===== src/hct_pkg.sv =====
// Shared types, constants and helper function of the handheld console timer.
package hct_pkg;

	localparam logic [1:0] REQ_TICK  = 2'd0;
	localparam logic [1:0] REQ_READ  = 2'd1;
	localparam logic [1:0] REQ_WRITE = 2'd2;
	localparam logic [1:0] REQ_NONE  = 2'd3;

	localparam logic [15:0] ADDR_DIV = 16'hff04;
	localparam logic [15:0] ADDR_CNT = 16'hff05;
	localparam logic [15:0] ADDR_MOD = 16'hff06;
	localparam logic [15:0] ADDR_CTL = 16'hff07;

	localparam logic [7:0]  CTL_READ_ONES = 8'hf8;
	localparam logic [7:0]  UNMAPPED_DATA = 8'hff;
	localparam logic [15:0] DIV_STEP      = 16'h0004;
	localparam int unsigned AUDIO_BIT     = 12;

	typedef struct packed {
		logic [1:0]  req_type;
		logic [15:0] bus_addr;
		logic [7:0]  write_data;
	} req_t;

	typedef struct packed {
		logic [7:0] read_data;
		logic       timer_irq;
		logic       audio_div_event;
	} rsp_t;

	// control: bit 2 enable, bits 1..0 mode
	function automatic logic timer_sig(input logic [2:0] ctl, input logic [15:0] div);
		logic sel;
		case (ctl[1:0])
			2'd0:    sel = div[9];
			2'd1:    sel = div[3];
			2'd2:    sel = div[5];
			2'd3:    sel = div[7];
			default: sel = 1'b0;
		endcase
		return ctl[2] & sel;
	endfunction

endpackage


===== src/hct_req_if.sv =====
// Request channel: transaction type, bus address and write byte.
interface hct_req_if;
	logic        valid;
	logic        ready;
	logic [1:0]  req_type;
	logic [15:0] bus_addr;
	logic [7:0]  write_data;

	modport source (output valid, req_type, bus_addr, write_data, input ready);
	modport sink   (input valid, req_type, bus_addr, write_data, output ready);
endinterface


===== src/hct_rsp_if.sv =====
// Response channel: read byte, interrupt and audio divider event.
interface hct_rsp_if;
	logic       valid;
	logic       ready;
	logic [7:0] read_data;
	logic       timer_irq;
	logic       audio_div_event;

	modport source (output valid, read_data, timer_irq, audio_div_event, input ready);
	modport sink   (input valid, read_data, timer_irq, audio_div_event, output ready);
endinterface


===== src/hct_in_reg.sv =====
// Input register stage of the timer: captures one request transaction.
module hct_in_reg (
	input  logic          clk,
	input  logic          arst_n,
	hct_req_if.sink       req,
	input  logic          adv,
	output logic          valid_s1,
	output hct_pkg::req_t req_s1
);

	logic take;

	assign req.ready = !valid_s1 || adv;
	assign take      = req.valid && req.ready;

	always_ff @(posedge clk or negedge arst_n) begin
		if (!arst_n) begin
			valid_s1 <= 1'b0;
		end else if (take) begin
			valid_s1 <= 1'b1;
		end else if (adv) begin
			valid_s1 <= 1'b0;
		end
	end

	always_ff @(posedge clk) begin
		if (take) begin
			req_s1.req_type   <= req.req_type;
			req_s1.bus_addr   <= req.bus_addr;
			req_s1.write_data <= req.write_data;
		end
	end

endmodule


===== src/hct_exec.sv =====
// Timer state registers and the single-pass update for one request.
module hct_exec (
	input  logic          clk,
	input  logic          arst_n,
	input  logic          adv,
	input  hct_pkg::req_t req_s1,
	output hct_pkg::rsp_t rsp_d
);

	logic [15:0] div_q,  div_n;
	logic [7:0]  cnt_q,  cnt_n;
	logic [7:0]  mod_q,  mod_n;
	logic [2:0]  ctl_q,  ctl_n;
	logic        pend_q, pend_n;
	logic        rjd_q,  rjd_n;

	always_comb begin
		logic        do_div;
		logic [15:0] div_new;
		logic [2:0]  nc;
		div_n   = div_q;
		cnt_n   = cnt_q;
		mod_n   = mod_q;
		ctl_n   = ctl_q;
		pend_n  = pend_q;
		rjd_n   = rjd_q;
		rsp_d   = '0;
		do_div  = 1'b0;
		div_new = div_q + hct_pkg::DIV_STEP;
		nc      = req_s1.write_data[2:0];

		case (req_s1.req_type)
			hct_pkg::REQ_TICK: begin
				do_div = 1'b1;
			end
			hct_pkg::REQ_READ: begin
				case (req_s1.bus_addr)
					hct_pkg::ADDR_DIV: rsp_d.read_data = div_q[15:8];
					hct_pkg::ADDR_CNT: rsp_d.read_data = pend_q ? 8'h00 : cnt_q;
					hct_pkg::ADDR_MOD: rsp_d.read_data = mod_q;
					hct_pkg::ADDR_CTL: rsp_d.read_data = {5'b0, ctl_q} | hct_pkg::CTL_READ_ONES;
					default:           rsp_d.read_data = hct_pkg::UNMAPPED_DATA;
				endcase
			end
			hct_pkg::REQ_WRITE: begin
				case (req_s1.bus_addr)
					hct_pkg::ADDR_DIV: begin
						do_div  = 1'b1;
						div_new = '0;
					end
					hct_pkg::ADDR_CNT: begin
						// drop the write while the reload tick is still visible
						if (!rjd_q) begin
							cnt_n  = req_s1.write_data;
							pend_n = 1'b0;
						end
					end
					hct_pkg::ADDR_MOD: begin
						mod_n = req_s1.write_data;
						if (rjd_q) begin
							cnt_n = req_s1.write_data;
						end
					end
					hct_pkg::ADDR_CTL: begin
						ctl_n = nc;
						if (hct_pkg::timer_sig(ctl_q, div_q) && !hct_pkg::timer_sig(nc, div_q)) begin
							cnt_n = cnt_q + 8'd1;
							if (cnt_n == 8'd0) begin
								pend_n = 1'b1;
							end
						end
					end
					default: ;
				endcase
			end
			default: ;
		endcase

		if (do_div) begin
			div_n = div_new;
			rjd_n = 1'b0;
			if (pend_q) begin
				pend_n          = 1'b0;
				cnt_n           = mod_q;
				rjd_n           = 1'b1;
				rsp_d.timer_irq = 1'b1;
			end
			if (hct_pkg::timer_sig(ctl_q, div_q) && !hct_pkg::timer_sig(ctl_q, div_new)) begin
				cnt_n = cnt_n + 8'd1;
				if (cnt_n == 8'd0) begin
					pend_n = 1'b1;
				end
			end
			rsp_d.audio_div_event = div_q[hct_pkg::AUDIO_BIT] && !div_new[hct_pkg::AUDIO_BIT];
		end
	end

	always_ff @(posedge clk or negedge arst_n) begin
		if (!arst_n) begin
			div_q  <= '0;
			cnt_q  <= '0;
			mod_q  <= '0;
			ctl_q  <= '0;
			pend_q <= 1'b0;
			rjd_q  <= 1'b0;
		end else if (adv) begin
			div_q  <= div_n;
			cnt_q  <= cnt_n;
			mod_q  <= mod_n;
			ctl_q  <= ctl_n;
			pend_q <= pend_n;
			rjd_q  <= rjd_n;
		end
	end

endmodule


===== src/hct_out_reg.sv =====
// Result register of the timer: holds one response transaction until taken.
module hct_out_reg (
	input  logic          clk,
	input  logic          arst_n,
	input  logic          adv,
	input  hct_pkg::rsp_t rsp_d,
	output logic          free,
	hct_rsp_if.source     rsp
);

	logic          valid_q;
	hct_pkg::rsp_t rsp_q;

	assign free                = !valid_q || rsp.ready;
	assign rsp.valid           = valid_q;
	assign rsp.read_data       = rsp_q.read_data;
	assign rsp.timer_irq       = rsp_q.timer_irq;
	assign rsp.audio_div_event = rsp_q.audio_div_event;

	always_ff @(posedge clk or negedge arst_n) begin
		if (!arst_n) begin
			valid_q <= 1'b0;
		end else if (adv) begin
			valid_q <= 1'b1;
		end else if (rsp.ready) begin
			valid_q <= 1'b0;
		end
	end

	always_ff @(posedge clk) begin
		if (adv) begin
			rsp_q <= rsp_d;
		end
	end

endmodule


===== src/handheld_console_timer_core.sv =====
// Divider and programmable counter timer, one request per cycle while responses are taken.
// Order: a request is held in the input register, then its response in the result register.
// Throughput: one request per cycle unless the response stalls; the state update for a request
// is one pass between the input register and the result register.
// Reset: asynchronous, active low; clears divider, counter, modulo, control,
// reload flags and both stage valids.
module handheld_console_timer_core (
	input  logic      clk,
	input  logic      arst_n,
	hct_req_if.sink   req,
	hct_rsp_if.source rsp
);

	logic          valid_s1;
	hct_pkg::req_t req_s1;
	hct_pkg::rsp_t rsp_d;
	logic          free;
	logic          adv;

	// advance the held request when the result register can take it
	assign adv = valid_s1 && free;

	hct_in_reg u_in (
		.clk      (clk),
		.arst_n   (arst_n),
		.req      (req),
		.adv      (adv),
		.valid_s1 (valid_s1),
		.req_s1   (req_s1)
	);

	hct_exec u_exec (
		.clk    (clk),
		.arst_n (arst_n),
		.adv    (adv),
		.req_s1 (req_s1),
		.rsp_d  (rsp_d)
	);

	hct_out_reg u_out (
		.clk    (clk),
		.arst_n (arst_n),
		.adv    (adv),
		.rsp_d  (rsp_d),
		.free   (free),
		.rsp    (rsp)
	);

endmodule


===== src/flat_wrapper.sv =====
// flat-port wrapper written by rule: the top's interface ports become plain ports
module handheld_console_timer_core_flat 
  (clk, arst_n, req_valid, req_req_type, req_bus_addr, req_write_data, req_ready, rsp_valid, rsp_read_data, rsp_timer_irq, rsp_audio_div_event, rsp_ready);
  hct_req_if req_i ();
  hct_rsp_if rsp_i ();
  input  logic clk;
  input  logic arst_n;
  input wire logic [$bits(req_i.valid)-1:0] req_valid;
  input wire logic [$bits(req_i.req_type)-1:0] req_req_type;
  input wire logic [$bits(req_i.bus_addr)-1:0] req_bus_addr;
  input wire logic [$bits(req_i.write_data)-1:0] req_write_data;
  output wire logic [$bits(req_i.ready)-1:0] req_ready;
  output wire logic [$bits(rsp_i.valid)-1:0] rsp_valid;
  output wire logic [$bits(rsp_i.read_data)-1:0] rsp_read_data;
  output wire logic [$bits(rsp_i.timer_irq)-1:0] rsp_timer_irq;
  output wire logic [$bits(rsp_i.audio_div_event)-1:0] rsp_audio_div_event;
  input wire logic [$bits(rsp_i.ready)-1:0] rsp_ready;
  assign req_i.valid = req_valid;
  assign req_i.req_type = req_req_type;
  assign req_i.bus_addr = req_bus_addr;
  assign req_i.write_data = req_write_data;
  assign req_ready = req_i.ready;
  assign rsp_valid = rsp_i.valid;
  assign rsp_read_data = rsp_i.read_data;
  assign rsp_timer_irq = rsp_i.timer_irq;
  assign rsp_audio_div_event = rsp_i.audio_div_event;
  assign rsp_i.ready = rsp_ready;
  handheld_console_timer_core u_core (.clk(clk), .arst_n(arst_n), .req(req_i), .rsp(rsp_i));
endmodule

===== config.mk =====
export PLATFORM = sky130hd
export DESIGN_NAME = handheld_console_timer_core_flat
export DESIGN_NICKNAME = d
export VERILOG_FILES = /design/src/hct_pkg.sv /design/src/hct_req_if.sv /design/src/hct_rsp_if.sv /design/src/hct_in_reg.sv /design/src/hct_exec.sv /design/src/hct_out_reg.sv /design/src/handheld_console_timer_core.sv /design/src/flat_wrapper.sv
export SDC_FILE = /design/constraint.sdc
export NUM_CORES = 1
export LEC_CHECK = 0
export BUFFER_PORTS_ARGS = -buffer_cell sky130_fd_sc_hd__buf_2
export CORE_MARGIN = 8
export CORE_UTILIZATION = 64
export CTS_BUF_LIST = sky130_fd_sc_hd__clkbuf_16
export DETAILED_ROUTE_END_ITERATION = 7
export GPL_ROUTABILITY_DRIVEN = 0
export PLACE_DENSITY = 0.87
export SLEW_MARGIN = 20
export SYNTH_ARGS = -nofsm -noshare
export SYNTH_HDL_FRONTEND = slang
export SYNTH_HIERARCHICAL = 1
export SYNTH_SLANG_ARGS = --single-unit

===== constraint.sdc =====
create_clock -name clk -period 10.1 [get_ports clk]
set_input_delay 2.02 -clock clk [delete_from_list [all_inputs] [get_ports clk]]
set_output_delay 2.02 -clock clk [all_outputs]
set_load 0.01 [all_outputs]

== Word-level counts from Yosys, hierarchy flattened ==
Index checks and enable logic that the tools add are counted.
Operators by class
  bitwise logic cells: 4
  add/subtract/negate cells: 3
  reduce and logical (&&, ||, !) cells: 22
  mux-type cells: 38
  equality and inequality tests: 12
Operator list (number)
  $mux W8: 9
  $eq A16 B16 Y1 const B: 4
  $mux W16: 2
  $pmux W8 S4: 1
  $pmux W8 S3: 1
  $mux W1: 20
  $add A16 B3 Y16 const B: 1
  $add A8 B1 Y8 const B: 2
  $logic_not A8 Y1: 2
  $pmux W1 S4: 3
  $eq A2 B2 Y1 const B: 5
  $eq A2 B1 Y1 const B: 3
  $logic_not A2 Y1: 3
  $reduce_and A3 Y1: 2
  $logic_and A1 B1 Y1: 5
  $logic_not A1 Y1: 5
  $and A1 B1 Y1: 4
  $pmux W1 S2: 2
  $reduce_bool A2 Y1: 2
  $logic_or A1 B1 Y1: 2
  $reduce_and A2 Y1: 1
Storage, ports and cells
  bits of input ports: 30
  register bits: 75
  output and inout port bits: 12

== Depth between registers and ports, before layout ==
  word-level depth: 17
  gate-level depth with buffers: 14
  mapped depth without buffers: 13

== Cells and area by module ==
Netlist, hierarchy kept.
Modules (own cells, without submodules)
  hct_exec: area an instance 2864.0 um^2, instances 1, cells an instance 332
  hct_in_reg: area an instance 834.6 um^2, instances 1, cells an instance 30
  hct_out_reg: area an instance 347.8 um^2, instances 1, cells an instance 13
  handheld_console_timer_core: area an instance 6.3 um^2, instances 1, cells an instance 1

== Worst setup path after synthesis ==
No wires, ideal clock.
  path type: input-to-output
  start: input port rsp_ready
  end: output port req_ready
  cell stages on the path: 3
  data arrival time: 2.808 ns
  buffers on the path: 0
  setup slack: 5.272 ns
  path through: nand2b_4 > and2_1 > nand2b_4
On the way
  longest elaborated chain between the ends: 3
Ends and longest elaborated chain
  start, declared: line flat_wrapper.sv:17  | input wire logic [$bits(rsp_i.ready)-1:0] rsp_ready;
  $logic_or A1 B1 Y1: line hct_out_reg.sv:14  | assign free = !valid_q || rsp.ready;
  $logic_and A1 B1 Y1: line handheld_console_timer_core.sv:21  | assign adv = valid_s1 && free;
  named net u_core.adv: line handheld_console_timer_core.sv:18  | logic adv;
  $logic_or A1 B1 Y1: line hct_in_reg.sv:13  | assign req.ready = !valid_s1 || adv;
  end, declared: line flat_wrapper.sv:12  | output wire logic [$bits(req_i.ready)-1:0] req_ready;
The timed path passes the listed nets, and every way through them passes these cells.

== Final worst setup path ==
  start: input port rsp_ready
  end: output port req_ready
On the way
  longest elaborated chain between the ends: 3
Ends and longest elaborated chain
  $logic_or A1 B1 Y1: line hct_out_reg.sv:14
  named net u_core.free: line handheld_console_timer_core.sv:17  | logic free;
  $logic_and A1 B1 Y1: line handheld_console_timer_core.sv:21
  named net u_core.adv: line handheld_console_timer_core.sv:18
  $logic_or A1 B1 Y1: line hct_in_reg.sv:13
The timed path passes the listed nets, and every way through them passes these cells.

==> metrics.txt <==
RR Startpoint=u_core/u_in/req_s1[11]; Setup CP Type=in2out; static leakage=1.84 nW; nets=448; TritonCTS Buffers=9; RSZ-0062 raised after global routing=false; Hold Vio Cnt, Final=0; Die Ht=95.6 um; Synth Cell Area=4050 um^2; Slew Viols, Final=0; Clock Path Buffers=2; post-CTS sizing=0; clk_lat worst skew=0.33 ns; die area=9130 um^2; Critical Path AT=2.95 ns; hold path startpoint=u_core/u_out/rsp.valid; number of clock sinks=73; Layout area overhead=13.6%; Gate Count Post-Synth=376; gr ovfl total=0; Worst-Margin Slew=0.855 ns; top_reg_cell synth=dfrtp_1; power density cells=188 nW/um^2; fillers=422; I/O pin count=42; slowest stage delay, CP=0.30 ns; Root Driver=clkbuf_16; Port Buffers=41; syn_nets=410; startpoint types=primary input; Avg Vias per Cell=6.65; post-synthesis register bit count=73; IR drop worst, VDD=0.131 mV; H-Tree Depth=3; sequential element share of the synthesized area=49.5%; max_slew headroom=43.0%; DIE WIDTH=95.6 um; DR iter-0 viols=520; Post-CTS Hold Fix Bufs=0; vias in the first global route=3341; Mapped Avg Cell Area=10.8 um^2; final setup fails=0; Max-Cap Viols=0; Final Cycle Share=49.2%; CTS tree=done; Worst EP required=8.08 ns; Fin Setup TNS=0 ns; EDFF count, synth=36; Max Fanout on Critical Path=28; CP cell instances=buf_2 -> nand2b_4 -> and2_1 -> buf_4 -> nand2b_4 -> buf_2; Yosys warnings=6; Rows=29; Final ANT Viol Nets=0; core box area=6240 um^2; Worst Setup End Kind=output pin; minimum clock period=4.97 ns; WL per Instance=19.4 um; Initial Utilization=64.9%; initial antenna violation count=0; placed cell count=480; Area after DPL=4300 um^2; setup skew after layout=0.00653 ns; first drt pass iteration count=6; ys async rst share=50.7%; wirelength, routed=9620 um; GRT Util Overall=22.5%; detailed-route DRC error count=0; CP startpoint=rsp_ready; Max Freq=0.201 GHz; Slowest cell on crit path=buf_4; result of the run=complete, no violations; Final Non-Filler Cells=496; Cell variety after synth=64; Worst-path clk slew=0.06 ns; Worst Hold Class=reg2reg; first-pass GRT wire length=15900 um; Inserted Diodes=0; share of cells above drive strength 1=22.0%; post-CTS setup buffer count=0; Final Cell Area=4610 um^2; post-detail-place hpwl=6720 um; largest net degree at the start of global routing=38; DR vias=3297
-- cell families after synthesis --
family	share of synthesized area (%)
adders and majority gates	1.23
AOI/OAI and AO/OA	15.7
xor gates and xnor gates	5.62
buffers and inverters	2.87
DFF	49.5
and+or+nand+nor	18.7
muxes	6.30
-- stage by stage --
| step | hold WS, ns | utilization [%] | worst slack, ns | power (mW) |
|---|---|---|---|---|
| after floorplan | 0.474 | - | 5.27 | 0.498 |
| after global placement | 0.488 | 69.0 | 5.14 | 0.539 |
| after detailed placement | 0.516 | 69.0 | 5.13 | 0.545 |
| after CTS | 0.528 | 73.8 | 5.11 | 0.862 |
| after global routing | 0.546 | 73.8 | 5.08 | 0.897 |
| final | 0.524 | 73.8 | 5.13 | 0.864 |
-- path summary, 6_finish.rpt --
| path | end | slack [ns] | depth (start not counted) |
|---|---|---|---|
| max | req_ready | 5.13 | 6 |
| min | u_core/u_out/rsp.valid | 0.52 | 2 |
| max reg2reg | u_core/u_exec/cnt_q[4] | 5.73 | 13 |
| min reg2reg | u_core/u_out/rsp.valid | 0.52 | 2 |
| max in group asynchronous | u_core/u_exec/mod_q[4] | 7.76 | 1 |
| min in group asynchronous | u_core/u_out/rsp.valid | 1.79 | 1 |
-- state kept, by name, summed over array words and instances, names as in the netlist --
signal	cells
u_core/u_exec/pend_q	1
u_core/u_out/rsp.read_data	8
u_core/u_exec/rjd_q	1
u_core/u_exec/div_q	14
u_core/u_exec/ctl_q	3
u_core/u_out/rsp.valid	1
u_core/u_out/rsp.timer_irq	1
u_core/u_exec/cnt_q	8
u_core/u_exec/mod_q	8
u_core/u_in/valid_s1	1
u_core/u_out/rsp.audio_div_event	1
u_core/u_in/req_s1	26
-- critical path: cells and delay by family --
| family | cells | cell delay, ns |
|---|---|---|
| AND/OR/NAND/NOR | 3 | 0.42 |
| buffers and inverters | 3 | 0.50 |
-- placed cells by master (no fill, tap or decap), types with 12 or more instances in the layout --
cell,instances
mux2_2,14
xnor2_1,14
buf_2,41
nor2_1,27
xor2_1,12
a21oi_1,13
nand3_1,14
nand2_1,40
dfrtp_1,37
edfxtp_1,36
o21ai_0,22
inv_1,12
-- cells in the mapped netlist (all sizes together), types with 7 or more instances --
cell type / instances / share of area [%]
nand2: 40 / 3.7
nor2: 27 / 2.5
edfxtp: 36 / 27
a21oi: 14 / 1.8
clkbuf: 11 / 1.0
nand4: 7 / 1.1
xor2: 12 / 2.6
o21ai: 22 / 2.7
nand2b: 11 / 2.1
xnor2: 14 / 3.0
dfrtp: 37 / 23
nand3: 14 / 1.7
inv: 12 / 1.1
mux2: 14 / 3.9
and2: 11 / 1.8
-- report_power, final --
| group | switching, mW | leakage [nW] | total, mW | internal, mW |
|---|---|---|---|---|
| clock network | 0.123 | 0.144 | 0.315 | 0.193 |
| logic | 0.0928 | 0.872 | 0.166 | 0.0730 |
| registers | 0.0360 | 0.825 | 0.382 | 0.346 |
| total | 0.252 | 1.84 | 0.864 | 0.612 |
-- cell type report --
type / count / area, um^2 / area share, %
clock inverters: 7 / 76.3 / 1.66
clock buffers: 9 / 225 / 4.89
multi-input cells: 275 / 1940 / 42.0
flip-flops and latches: 73 / 2010 / 43.6
inverters: 12 / 45.0 / 0.978
well taps: 77 / 96.3 / 2.09
repair buffers: 43 / 220 / 4.78
-- per-layer routing --
| metal | routed length, um | share of wire, % | GRT usage, % |
|---|---|---|---|
| met3 | 1170 | 12 | 4.88 |
| met1 | 3610 | 38 | 27.5 |
| met5 | 0 | 0 | 0 |
| met4 | 405 | 4.2 | 12.7 |
| met2 | 4440 | 46 | 36.3 |
Note: power is estimated with default switching activity, not from simulation.
